`config.mk`:
```
export PLATFORM = sky130hd
export DESIGN_NAME = sensor_request_framer_crc16
export DESIGN_NICKNAME = d
export VERILOG_FILES = /design/src/rtl/srf_pkg.sv /design/src/rtl/srf_front.sv /design/src/rtl/srf_queue.sv /design/src/rtl/srf_back.sv /design/src/rtl/sensor_request_framer_crc16.sv
export VERILOG_INCLUDE_DIRS = /design/src /design/src/rtl
export SDC_FILE = /design/constraint.sdc
export NUM_CORES = 1
export LEC_CHECK = 0
export BUFFER_PORTS_ARGS = -buffer_cell sky130_fd_sc_hd__buf_2
export CORE_MARGIN = 3
export CORE_UTILIZATION = 53
export CTS_CLUSTER_SIZE = 8
export DETAILED_ROUTE_END_ITERATION = 7
export GPL_TIMING_DRIVEN = 1
export PLACE_DENSITY = 0.83
export SYNTH_ARGS = -nofsm -noshare
export SYNTH_HDL_FRONTEND = slang
export SYNTH_SLANG_ARGS = --single-unit
```
`constraint.sdc`:
```
create_clock -name clock -period 3.1 [get_ports clock]
set_clock_uncertainty 0.1 [all_clocks]
set_input_delay 0.31 -clock clock [delete_from_list [all_inputs] [get_ports clock]]
set_output_delay 0.31 -clock clock [all_outputs]
set_load 0.1 [all_outputs]
```
`src/rtl/sensor_request_framer_crc16_assert.svh`:
```
// ---------------------------------------------------------------------------
// sensor request framer assertion macros
// shared concurrent assertion forms for the framer rtl
// ---------------------------------------------------------------------------
`ifndef SENSOR_REQUEST_FRAMER_CRC16_ASSERT_SVH
`define SENSOR_REQUEST_FRAMER_CRC16_ASSERT_SVH

// same-cycle implication, masked during reset
`define SRF_ASSERT_IMP(label, clk, rst, ante, cons) \
   label: assert property (@(posedge clk) disable iff (rst) (ante) |-> (cons)) \
      else $error("framer assertion failed");

// next-cycle implication, masked during reset
`define SRF_ASSERT_NXT(label, clk, rst, ante, cons) \
   label: assert property (@(posedge clk) disable iff (rst) (ante) |=> (cons)) \
      else $error("framer assertion failed");

`endif

```
`src/rtl/srf_pkg.sv`:
```
// ---------------------------------------------------------------------------
// srf_pkg
// types, constants and the crc helper shared by the framer modules
// ---------------------------------------------------------------------------
package srf_pkg;

   localparam logic [15:0] CRC_INIT = 16'hFFFF;
   localparam logic [15:0] CRC_POLY = 16'hA001;
   localparam logic [7:0]  DEVICE_ADDRESS_RESET = 8'd1;

   // one queued request, already stamped with the device address
   typedef struct packed {
      logic [7:0] device_address;
      logic [7:0] function_code;
      logic [7:0] parameter_req;
      logic       has_parameter;
   } entry_type;

   // queue fill status seen by both sides
   typedef struct packed {
      logic empty;
      logic full;
   } q_status_type;

   // back end status for the top level
   typedef struct packed {
      logic idle;
      logic load;
   } back_status_type;

   // one byte through the reflected crc-16/modbus
   function automatic logic [15:0] crc16_add_byte(input logic [15:0] crc,
                                                  input logic [7:0]  data);
      logic [15:0] c;
      c = crc ^ {8'h00, data};
      for (int i = 0; i < 8; i++) begin
         if (c[0]) begin
            c = (c >> 1) ^ CRC_POLY;
         end else begin
            c = c >> 1;
         end
      end
      return c;
   endfunction

endpackage

```
`src/rtl/srf_front.sv`:
```
// ---------------------------------------------------------------------------
// srf_front
// holds the device address register and turns each accepted request into
// a queue entry
// ---------------------------------------------------------------------------
module srf_front
   import srf_pkg::*;
(
   input  logic         clock,
   input  logic         reset,
   input  logic         start,
   output logic         busy,
   input  logic [7:0]   req_function_code,
   input  logic [7:0]   req_parameter_req,
   input  logic         req_has_parameter,
   input  logic         csr_valid,
   output logic         csr_ready,
   input  logic [7:0]   csr_device_address,
   input  q_status_type q_status,
   output logic         push,
   output entry_type    push_entry
);

   logic [7:0] addr_ff;
   logic [7:0] addr_in;

   // device address register
   always_comb begin
      addr_in = addr_ff;
      if (csr_valid && csr_ready) begin
         addr_in = csr_device_address;
      end
   end

   always_ff @(posedge clock) begin
      if (reset) begin
         addr_ff <= DEVICE_ADDRESS_RESET;
      end else begin
         addr_ff <= addr_in;
      end
   end

   assign csr_ready = 1'b1;

   // accept while the queue has room
   assign busy = q_status.full;
   assign push = start && !busy;

   // build the entry, parameter byte dropped when absent
   always_comb begin
      push_entry.device_address = addr_ff;
      push_entry.function_code  = req_function_code;
      push_entry.parameter_req  = req_has_parameter ? req_parameter_req : 8'h00;
      push_entry.has_parameter  = req_has_parameter;
   end

endmodule

```
`src/rtl/srf_queue.sv`:
```
// ---------------------------------------------------------------------------
// srf_queue
// small request queue between front and back
// ---------------------------------------------------------------------------
module srf_queue
   import srf_pkg::*;
#(
   parameter int DEPTH = 2
)
(
   input  logic         clock,
   input  logic         reset,
   input  logic         push,
   input  entry_type    push_entry,
   input  logic         pop,
   output entry_type    head_entry,
   output q_status_type q_status
);

   localparam int PTR_W = $clog2(DEPTH);
   localparam int CNT_W = $clog2(DEPTH + 1);
   localparam logic [PTR_W-1:0] PTR_LAST = PTR_W'(DEPTH - 1);
   localparam logic [CNT_W-1:0] CNT_FULL = CNT_W'(DEPTH);

   entry_type        mem_ff [DEPTH];
   logic [PTR_W-1:0] wr_ptr_ff;
   logic [PTR_W-1:0] wr_ptr_in;
   logic [PTR_W-1:0] rd_ptr_ff;
   logic [PTR_W-1:0] rd_ptr_in;
   logic [CNT_W-1:0] count_ff;
   logic [CNT_W-1:0] count_in;

   // storage
   always_ff @(posedge clock) begin
      if (push) begin
         mem_ff[wr_ptr_ff] <= push_entry;
      end
   end

   assign head_entry = mem_ff[rd_ptr_ff];

   // pointers and fill count
   always_comb begin
      wr_ptr_in = wr_ptr_ff;
      rd_ptr_in = rd_ptr_ff;
      count_in  = count_ff;
      if (push) begin
         wr_ptr_in = (wr_ptr_ff == PTR_LAST) ? '0 : wr_ptr_ff + 1'b1;
      end
      if (pop) begin
         rd_ptr_in = (rd_ptr_ff == PTR_LAST) ? '0 : rd_ptr_ff + 1'b1;
      end
      if (push && !pop) begin
         count_in = count_ff + 1'b1;
      end else if (pop && !push) begin
         count_in = count_ff - 1'b1;
      end
   end

   always_ff @(posedge clock) begin
      if (reset) begin
         wr_ptr_ff <= '0;
         rd_ptr_ff <= '0;
         count_ff  <= '0;
      end else begin
         wr_ptr_ff <= wr_ptr_in;
         rd_ptr_ff <= rd_ptr_in;
         count_ff  <= count_in;
      end
   end

   assign q_status.empty = (count_ff == '0);
   assign q_status.full  = (count_ff == CNT_FULL);

endmodule

```
`src/rtl/srf_back.sv`:
```
// ---------------------------------------------------------------------------
// srf_back
// sends one request frame a byte per cycle and folds each data byte into
// the running crc
// ---------------------------------------------------------------------------
module srf_back
   import srf_pkg::*;
(
   input  logic            clock,
   input  logic            reset,
   input  q_status_type    q_status,
   input  entry_type       head_entry,
   output logic            pop,
   output back_status_type back_status,
   output logic            rsp_strobe,
   output logic [7:0]      rsp_frame_byte,
   output logic            rsp_last_byte
);

   typedef enum logic [5:0] {
      ST_IDLE   = 6'b000001,
      ST_ADDR   = 6'b000010,
      ST_FUNC   = 6'b000100,
      ST_PARAM  = 6'b001000,
      ST_CRC_HI = 6'b010000,
      ST_CRC_LO = 6'b100000
   } state_type;

   state_type   state_ff;
   state_type   state_in;
   entry_type   cur_ff;
   entry_type   cur_in;
   logic [15:0] crc_ff;
   logic [15:0] crc_in;
   logic [7:0]  byte_sel;
   logic        strobe_ff;
   logic        strobe_in;
   logic [7:0]  byte_ff;
   logic        last_ff;
   logic        last_in;

   // load a new request when idle or on the closing byte
   assign pop = !q_status.empty && (state_ff == ST_IDLE || state_ff == ST_CRC_LO);

   // byte for the current step
   always_comb begin
      case (state_ff)
         ST_ADDR:   byte_sel = cur_ff.device_address;
         ST_FUNC:   byte_sel = cur_ff.function_code;
         ST_PARAM:  byte_sel = cur_ff.parameter_req;
         ST_CRC_HI: byte_sel = crc_ff[15:8];
         ST_CRC_LO: byte_sel = crc_ff[7:0];
         default:   byte_sel = 8'h00;
      endcase
   end

   // sequencer and crc
   always_comb begin
      state_in = state_ff;
      cur_in   = cur_ff;
      crc_in   = crc_ff;
      case (state_ff)
         ST_IDLE: begin
            if (pop) begin
               state_in = ST_ADDR;
            end
         end
         ST_ADDR: begin
            state_in = ST_FUNC;
            crc_in   = crc16_add_byte(crc_ff, byte_sel);
         end
         ST_FUNC: begin
            state_in = cur_ff.has_parameter ? ST_PARAM : ST_CRC_HI;
            crc_in   = crc16_add_byte(crc_ff, byte_sel);
         end
         ST_PARAM: begin
            state_in = ST_CRC_HI;
            crc_in   = crc16_add_byte(crc_ff, byte_sel);
         end
         ST_CRC_HI: begin
            state_in = ST_CRC_LO;
         end
         ST_CRC_LO: begin
            state_in = pop ? ST_ADDR : ST_IDLE;
         end
         default: begin
            state_in = ST_IDLE;
         end
      endcase
      if (pop) begin
         cur_in = head_entry;
         crc_in = CRC_INIT;
      end
   end

   always_ff @(posedge clock) begin
      if (reset) begin
         state_ff <= ST_IDLE;
      end else begin
         state_ff <= state_in;
      end
   end

   always_ff @(posedge clock) begin
      cur_ff <= cur_in;
      crc_ff <= crc_in;
   end

   // output register
   assign strobe_in = (state_ff != ST_IDLE);
   assign last_in   = (state_ff == ST_CRC_LO);

   always_ff @(posedge clock) begin
      if (reset) begin
         strobe_ff <= 1'b0;
         last_ff   <= 1'b0;
      end else begin
         strobe_ff <= strobe_in;
         last_ff   <= last_in;
      end
   end

   always_ff @(posedge clock) begin
      byte_ff <= byte_sel;
   end

   assign rsp_strobe     = strobe_ff;
   assign rsp_frame_byte = byte_ff;
   assign rsp_last_byte  = last_ff;

   assign back_status.idle = (state_ff == ST_IDLE);
   assign back_status.load = pop;

endmodule

```
`src/rtl/sensor_request_framer_crc16.sv`:
```
// ---------------------------------------------------------------------------
// sensor_request_framer_crc16
// frames sensor requests as address, function, optional parameter and a
// crc-16/modbus checksum, sent one byte per cycle
// ---------------------------------------------------------------------------
// usage
//   request: drive req_* and raise start; it is taken on a rising edge with
//   start high and busy low. busy is high only while the request queue is
//   full.
//   response: each frame byte appears on rsp_frame_byte for one cycle with
//   rsp_strobe high; rsp_last_byte marks the crc low byte. Bytes go out in
//   order address, function, parameter (when present), crc high, crc low.
//   The receiver has no back pressure; bytes flow without gaps.
//   when the back end is idle, an accepted request goes through the queue, is
//   loaded into the back end, and its first byte leaves via the output register.
//   throughput: one frame byte per cycle; a frame is 4 bytes without a
//   parameter and 5 with one; the byte sequencer in the back end sets this.
//   Back-to-back frames follow each other with no idle cycle.
//   csr: one write channel for the device address, always ready; write it
//   only while no frame is pending. Reset sets the address to 1, empties the
//   queue and idles the sequencer.
// ---------------------------------------------------------------------------
`include "sensor_request_framer_crc16_assert.svh"

module sensor_request_framer_crc16
   import srf_pkg::*;
#(
   parameter int QUEUE_DEPTH = 2
)
(
   input  logic       clock,
   input  logic       reset,
   input  logic       start,
   output logic       busy,
   input  logic [7:0] req_function_code,
   input  logic [7:0] req_parameter_req,
   input  logic       req_has_parameter,
   output logic       rsp_strobe,
   output logic [7:0] rsp_frame_byte,
   output logic       rsp_last_byte,
   input  logic       csr_valid,
   output logic       csr_ready,
   input  logic [7:0] csr_device_address
);

   q_status_type    q_status;
   back_status_type back_status;
   entry_type       push_entry;
   entry_type       head_entry;
   logic            push;
   logic            pop;
   logic            idle_take;

   // request intake and address register
   srf_front u_front (
      .clock              (clock),
      .reset              (reset),
      .start              (start),
      .busy               (busy),
      .req_function_code  (req_function_code),
      .req_parameter_req  (req_parameter_req),
      .req_has_parameter  (req_has_parameter),
      .csr_valid          (csr_valid),
      .csr_ready          (csr_ready),
      .csr_device_address (csr_device_address),
      .q_status           (q_status),
      .push               (push),
      .push_entry         (push_entry)
   );

   // request queue
   srf_queue #(
      .DEPTH (QUEUE_DEPTH)
   ) u_queue (
      .clock      (clock),
      .reset      (reset),
      .push       (push),
      .push_entry (push_entry),
      .pop        (pop),
      .head_entry (head_entry),
      .q_status   (q_status)
   );

   // frame sequencer
   srf_back u_back (
      .clock          (clock),
      .reset          (reset),
      .q_status       (q_status),
      .head_entry     (head_entry),
      .pop            (pop),
      .back_status    (back_status),
      .rsp_strobe     (rsp_strobe),
      .rsp_frame_byte (rsp_frame_byte),
      .rsp_last_byte  (rsp_last_byte)
   );

   // request taken while everything is empty
   assign idle_take = start && !busy && q_status.empty && back_status.idle;

   // checks
   `SRF_ASSERT_NXT(a_idle_request_loads, clock, reset, idle_take, back_status.load)
   `SRF_ASSERT_NXT(a_load_starts_frame, clock, reset, back_status.load, !back_status.idle)
   `SRF_ASSERT_NXT(a_frame_no_gap, clock, reset, rsp_strobe && !rsp_last_byte, rsp_strobe)
   `SRF_ASSERT_IMP(a_last_after_byte, clock, reset, rsp_last_byte, rsp_strobe && $past(rsp_strobe))

endmodule
```
======== Yosys cells after proc, flatten, opt, wreduce, memory -nomap -nowiden ========
Memory sizes are Yosys's and may differ from the RTL's. A register that Yosys moved wholly into a read port is not among the register bits.
Cells that the tools add are included.
storage, ports and cells
  bits in registers ....................... 44
  bits in latches ......................... 0
  RAM bits ................................ 50
  bits in read-only memories .............. 0
  bits of input ports ..................... 29
  output and inout port bits .............. 12
  word-level logic and storage cells ...... 114
  memories kept ........................... 1
memory list
  memory          depth  width  rd ports  clocked after Yosys merged registers in  write ports  RTL line         RTL
  u_queue.mem_ff  2      25     1         1                                        1            srf_queue.sv:25  entry_type mem_ff [DEPTH];
operators by class
  add/sub/neg operators ................... 4
  multipliers ............................. 0
  divide/modulo/power cells ............... 0
  order comparisons ....................... 0
  equality and inequality tests ........... 9
  shifts and indexed selects .............. 0
  muxes and demuxes ....................... 56
  bitwise gates (word level) .............. 23
  reductions and logical operators ........ 12
operator list
  kind                   number
  $mux W16               43
  $not A2 Y3             22
  $pmux W16 S3           1
  $pmux W8 S5            1
  $pmux W6 S6            1
  $xor A16 B8 Y16        1
  $mux W8                1
  $eq A6 B1 Y1 const B   1
  $eq A6 B2 Y1 const B   1
  $eq A6 B3 Y1 const B   1
  $eq A6 B4 Y1 const B   1
  $eq A6 B5 Y1 const B   1
  $eq A6 B6 Y1 const B   1
  $mux W2                3
  $mux W6                1
  $ne A6 B1 Y1 const B   1
  $mux W5                1
  $logic_and A1 B1 Y1    4
  $logic_not A1 Y1       4
  $mux W1                4
  $reduce_bool A3 Y1     1
  $add A1 B1 Y1 const B  2
  $add A2 B1 Y2 const B  1
  $eq A2 B2 Y1 const B   1
  other kinds (5)        5

======== Longest topological paths before layout ========
  word-level depth ........................ 27
  depth in mapped cells ................... 10

======== By module ========
From an unflattened synthesis, not the netlist that was laid out.
unflattened totals
  cells, all modules ...................... 359
  area, all modules ....................... 4,885.9 µm²
by module, submodules not included
  module     times used  cells an instance  area each (µm²)
  srf_back   1           212                2,442.3
  srf_queue  1           100                2,010.7
  srf_front  1           47                 432.9

======== Least setup slack after synthesis ========
OpenSTA, ideal clock, no wires.
  kind .................................... register to register
  start ................................... reg u_back.state_ff[2]
  end ..................................... reg u_back.crc_ff[14]
  arrival ................................. 2.905 ns
  setup slack ............................. 0.032 ns
  stages on the path, launching flop included .. 11
  period minus slack after synthesis ...... 3.068 ns
  path through ............................ dfxtp_1 -> or4_4 -> nor3b_4 -> buf_6 -> a221o_2 -> mux2i_1 -> xor2_1 -> or3_4 -> and3_4 -> or4_1 -> nand3_1
on the way
  cells in the longest elaborated chain, start to end .. 20
  elaborated cells between the ends (all ways) .. 71
RTL lines
  element                                                  RTL line                        RTL
  start: declaration                                       srf_back.sv:29                  state_type state_ff;
  start signal: assignment                                 srf_back.sv:100                 state_ff <= state_in;
  $eq A6 B6 Y1, or another cell as far along               srf_back.sv:43, srf_back.sv:47
  $pmux W8 S5                                              srf_back.sv:47                  case (state_ff)
  $xor A16 B8 Y16                                          srf_pkg.sv:35                   c = crc ^ {8'h00, data};
  $mux W16 / $not A2 Y3 (equally long branches)            -
  $mux W16 (on tied branches)                              srf_back.sv:62, srf_pkg.sv:37
  $mux W16, or another cell as far along                   srf_pkg.sv:37                   if (c[0]) begin
  $mux W16 (on tied branches)                              srf_back.sv:62, srf_pkg.sv:37
  $mux W16, or another cell as far along                   srf_pkg.sv:37
  [... 4 more ...]                                         -
  $mux W16 (on tied branches)                              srf_back.sv:62, srf_pkg.sv:37
  $not A2 Y3 (no line) / $mux W16 (equally long branches)  -
  $mux W16                                                 srf_pkg.sv:37
  $mux W16                                                 srf_back.sv:62                  case (state_ff)
  $mux W16                                                 srf_pkg.sv:37
  $mux W16                                                 srf_back.sv:62
  $mux W16                                                 srf_pkg.sv:37
  $pmux W16 S3                                             srf_back.sv:62
  end signal: assignment                                   srf_back.sv:106                 crc_ff <= crc_in;
  end: declaration                                         srf_back.sv:33                  logic [15:0] crc_ff;
Parallel ways exist; a longest one is shown, timed or not. The select of a mux whose other input is x is not followed.
A chain may end at the register's enable or synchronous reset.

======== Worst setup path in the final report ========
  start ................................... reg u_back.state_ff[4]
  end ..................................... reg u_back.crc_ff[14]
Same word-level chain as after synthesis.

==> impl_metrics.env <==
export IMPL_critPathTopFamily="simple AND/OR/NAND/NOR gates"
export IMPL_dpl_cell_area_um2=5270
export IMPL_finalHoldViolations=0
export IMPL_synth_edff_count=75
export IMPL_worstSetupEndpointType="register"
export IMPL_drive_above_1_share_pct=31.7
export IMPL_grt_setup_unrepaired="true"
export IMPL_cts_tree="built"
export IMPL_slew_headroom_pct=56.8
export IMPL_drt_pass1_iter_count=4
export IMPL_outcome="finished with violations"
export IMPL_synthFlopType="edfxtp_1"
export IMPL_die_area_um2=10300
export IMPL_cap_violations=0
export IMPL_r2r_start="u_back.state_ff[4]"
export IMPL_coreArea_um2=8810
export IMPL_routed_wl_mm=10.2
export IMPL_leakagePower_nw=2.49
export IMPL_p_comb_share_pct=29.8
export IMPL_grt_max_degree=28
export IMPL_vias=3228
export IMPL_worst_path_max_delay_cell="or4_4"
export IMPL_layout_area_overhead_vs_synth_pct=28.9
export IMPL_clockPowerShare_pct=30.6
export IMPL_path_common_cell="or4_4"
export IMPL_hpwl_mm=6.24
export IMPL_r2r_slack_ns=-0.01
export IMPL_critPathLaunchType="register"
export IMPL_syn_avg_cell_area_um2=13.1
export IMPL_postSynth_asyncResetShare_pct=0
export IMPL_setup_violations=1
export IMPL_synth_distinct_cells=53
export IMPL_grt_usage_pct=21.1
export IMPL_stdcell_area_um2=6240
export IMPL_clk_latency_ns=0.52
export IMPL_synth_net_count=401
export IMPL_slowest_delay_ns=0.57
export IMPL_drt_initial_drc_count=179
export IMPL_cp_required_ns=3.45
export IMPL_cts_buffer_depth=2
export IMPL_grt_pass1_vias=3264
export IMPL_crit_chain="or4_4 > nor3b_4 > a221o_2 > mux2i_4 > xor2_2 > or3_4 > and3_4 > or4_4 > nand3_2"
export IMPL_r2r_end="u_back.crc_ff[14]"
export IMPL_p_sw_mw=1.94
export IMPL_drc=0
export IMPL_total_power_mw=6.23
export IMPL_worst_pin_slew_ns=0.648
export IMPL_p_seq_share_pct=39.5
export IMPL_clock_sinks=119
export IMPL_period_share_pct=100
export IMPL_arrival_ns=3.47
export IMPL_avgViaCountPerCell=5.52
export IMPL_whs_endpoint="u_queue.mem_ff[1][0]"
export IMPL_cts_max_level=4
export IMPL_period_minus_slack_ns=3.11
export IMPL_die_h_um=102
export IMPL_hp_start="req_has_parameter"
export IMPL_path_buf_inv=0
export IMPL_insertedDiodeCount=0
export IMPL_post_route_util_pct=70.9
export IMPL_worstSetupPathType="register to register"
export IMPL_setup_ws_ns=-0.0139
export IMPL_fmax_mhz=321
export IMPL_synthesis_area_um2=4840
export IMPL_switching_share_pct=31.0
export IMPL_yosys_warnings=0
export IMPL_final_setup_tns_ns=-0.0139
export IMPL_worstPathMaxFanout=6
export IMPL_ys_ff_latch=119
export IMPL_grt_pass1_wl_mm=16.2
export IMPL_wl_per_cell_um=17.4
export IMPL_portBuffers=39
export IMPL_min_path_cells=1
export IMPL_antenna_found_initial=0
export IMPL_floorplan_initialDensity_pct=55.0
export IMPL_hp_class="primary input to register"
export IMPL_cts_root_buf="clkbuf_8"
export IMPL_ys_seq_area_share_pct=64.7
export IMPL_drv_slew=0
export IMPL_power_internal_mw=4.30
export IMPL_nets=494
export IMPL_power_density_nw_per_um2=998
export IMPL_rows=34
export IMPL_gp_congestion=0.886
export IMPL_violations="negative setup slack"
export IMPL_reg2regPathDepth=9
export IMPL_cts_made_buffers=17
export IMPL_io_pins=41
export IMPL_ir_drop_v=0.000544
export IMPL_grt_ovfl_total=0
export IMPL_ant_nets=0
export IMPL_path_clk_slew_ns=0.06
export IMPL_die_w_um=102
export IMPL_synthCells=371
stage by stage:
step | hold WS, ns | cells | setup WS, ns
after detailed placement | 0.343 | 521 | -0.00825
after global routing | 0.00805 | 585 | -0.0620
final | 0.0139 | 585 | -0.0139
after floorplan | 0.309 | 371 | 0.0318
after global placement | 0.333 | 521 | 0.0631
after CTS | 0.00268 | 579 | 0.00730
what timing repair did:
item                       in CTS  in global routing
hold endpoints to repair       33                  0
setup endpoints to repair       3                  3
resized for setup               5                 17
pin swaps                       3                 15
hold buffers                   21                  0
setup buffers                   5                  6
cell usage after synthesis (2+ instances only):
cell / instances / area [um^2]
clkbuf_1: 15 / 56.3
or4_1: 3 / 22.5
a22o_1: 3 / 26.3
nor2b_1: 2 / 12.5
nor2_1: 24 / 90.1
edfxtp_1: 75 / 2250
a2111oi_0: 2 / 17.5
dfxtp_1: 44 / 881
mux2i_1: 10 / 100
xnor2_1: 8 / 70.1
inv_1: 9 / 33.8
xor2_1: 9 / 78.8
mux2_2: 25 / 282
nand3_1: 6 / 30.0
nand4_1: 2 / 12.5
and2_1: 11 / 68.8
a221oi_1: 2 / 17.5
or3_1: 3 / 18.8
a211o_1: 2 / 17.5
nor4_1: 2 / 12.5
nand2b_1: 5 / 31.3
o211ai_1: 10 / 75.1
a21o_1: 2 / 15.0
o21ai_0: 9 / 45.0
a22oi_1: 3 / 22.5
xnor3_1: 2 / 45.0
and3_1: 3 / 18.8
nand3b_1: 12 / 90.1
nor3_1: 6 / 30.0
a21oi_1: 10 / 50.1
nand2_1: 30 / 113
power by group through the flow:
stage,sequential (mW),clock [mW],combinational [mW]
3_5_place_dp,2.47,0,1.62
3_3_place_gp,2.45,0,1.57
4_1_cts,2.45,1.93,1.71
5_1_grt,2.51,2.01,2.00
6_report,2.46,1.91,1.86
2_1_floorplan,2.47,0,1.14
placed cells by master (no fill, tap or decap), types with 3 or more instances in the layout:
master,instances
a21oi_1,8
a22o_1,3
and2_1,10
and3_1,3
buf_2,39
buf_4,30
clkbuf_16,18
clkbuf_8,3
clkinvlp_4,3
dfxtp_1,43
dlygate4sd3_1,21
edfxtp_1,75
inv_1,9
mux2_2,25
mux2i_1,8
nand2_1,30
nand2b_1,5
nand3_1,5
nand3b_1,12
nor2_1,23
nor3_1,3
o211ai_1,10
o21ai_0,7
or3_1,3
or4_4,3
xnor2_1,7
xor2_1,8
cells by family (layout without fill, tap and decap cells):
family          after synthesis  in the layout  share of synthesized area, %
compound gates               53             53                          7.80
xor+xnor                     19             19                          4.01
fa+ha+maj                     1              1                         0.258
buf+inv                      27            133                          2.35
flops                       119            119                          64.7
mux                          35             35                          7.88
other cells                   1              1                        0.0774
simple gates                116            116                          12.9
worst reg2reg max path, delay by kind of cell (launching register included):
kind	cells	cell delay [ns]
xor gates and xnor gates	1	0.11
AOI/OAI and AO/OA	1	0.27
DFF	1	0.33
and+or+nand+nor	6	1.98
muxes	1	0.28
sequential cells by signal (all words and copies together) (netlist names):
| signal | count |
|---|---|
| u_queue.wr_ptr_ff | 1 |
| u_queue.mem_ff | 50 |
| u_back.state_ff | 6 |
| u_back.rsp_strobe | 1 |
| u_back.crc_ff | 16 |
| u_back.cur_ff | 25 |
| u_queue.count_ff | 2 |
| u_queue.rd_ptr_ff | 1 |
| u_back.rsp_last_byte | 1 |
| u_front.addr_ff | 8 |
| u_back.rsp_frame_byte | 8 |
area by class of cell:
| cell class | count | area, um^2 |
|---|---|---|
| Inverter | 9 | 33.8 |
| Timing Repair Buffer | 92 | 662 |
| Multi-Input combinational cell | 225 | 1690 |
| Sequential cell | 119 | 3130 |
| Clock buffer | 23 | 499 |
| Clock inverter | 9 | 88.8 |
| Fill cell | 562 | 2560 |
| Tap cell | 108 | 135 |
worst max-delay path by stage:
stage | from | cells past startpoint | slack, ns | to
2_1_floorplan | u_back.state_ff[2] | 10 | 0.03 | u_back.crc_ff[14]
3_3_place_gp | u_back.state_ff[1] | 9 | 0.06 | u_back.crc_ff[14]
3_5_place_dp | u_back.state_ff[2] | 9 | -0.008 | u_back.crc_ff[0]
4_1_cts | u_back.state_ff[2] | 9 | 0.007 | u_back.crc_ff[15]
5_1_grt | u_back.state_ff[4] | 9 | -0.06 | u_back.crc_ff[14]
6_report | u_back.state_ff[4] | 9 | -0.01 | u_back.crc_ff[14]
per-layer routing:
metal	up-vias	GRT usage, %	wire length [um]
li1	1548	-	-
met1	1578	25.7	4400
met2	81	35.3	5100
met3	21	6.06	431
met4	0	8.38	261
met5	-	0	0
Power figures use the tool's default switching activity.
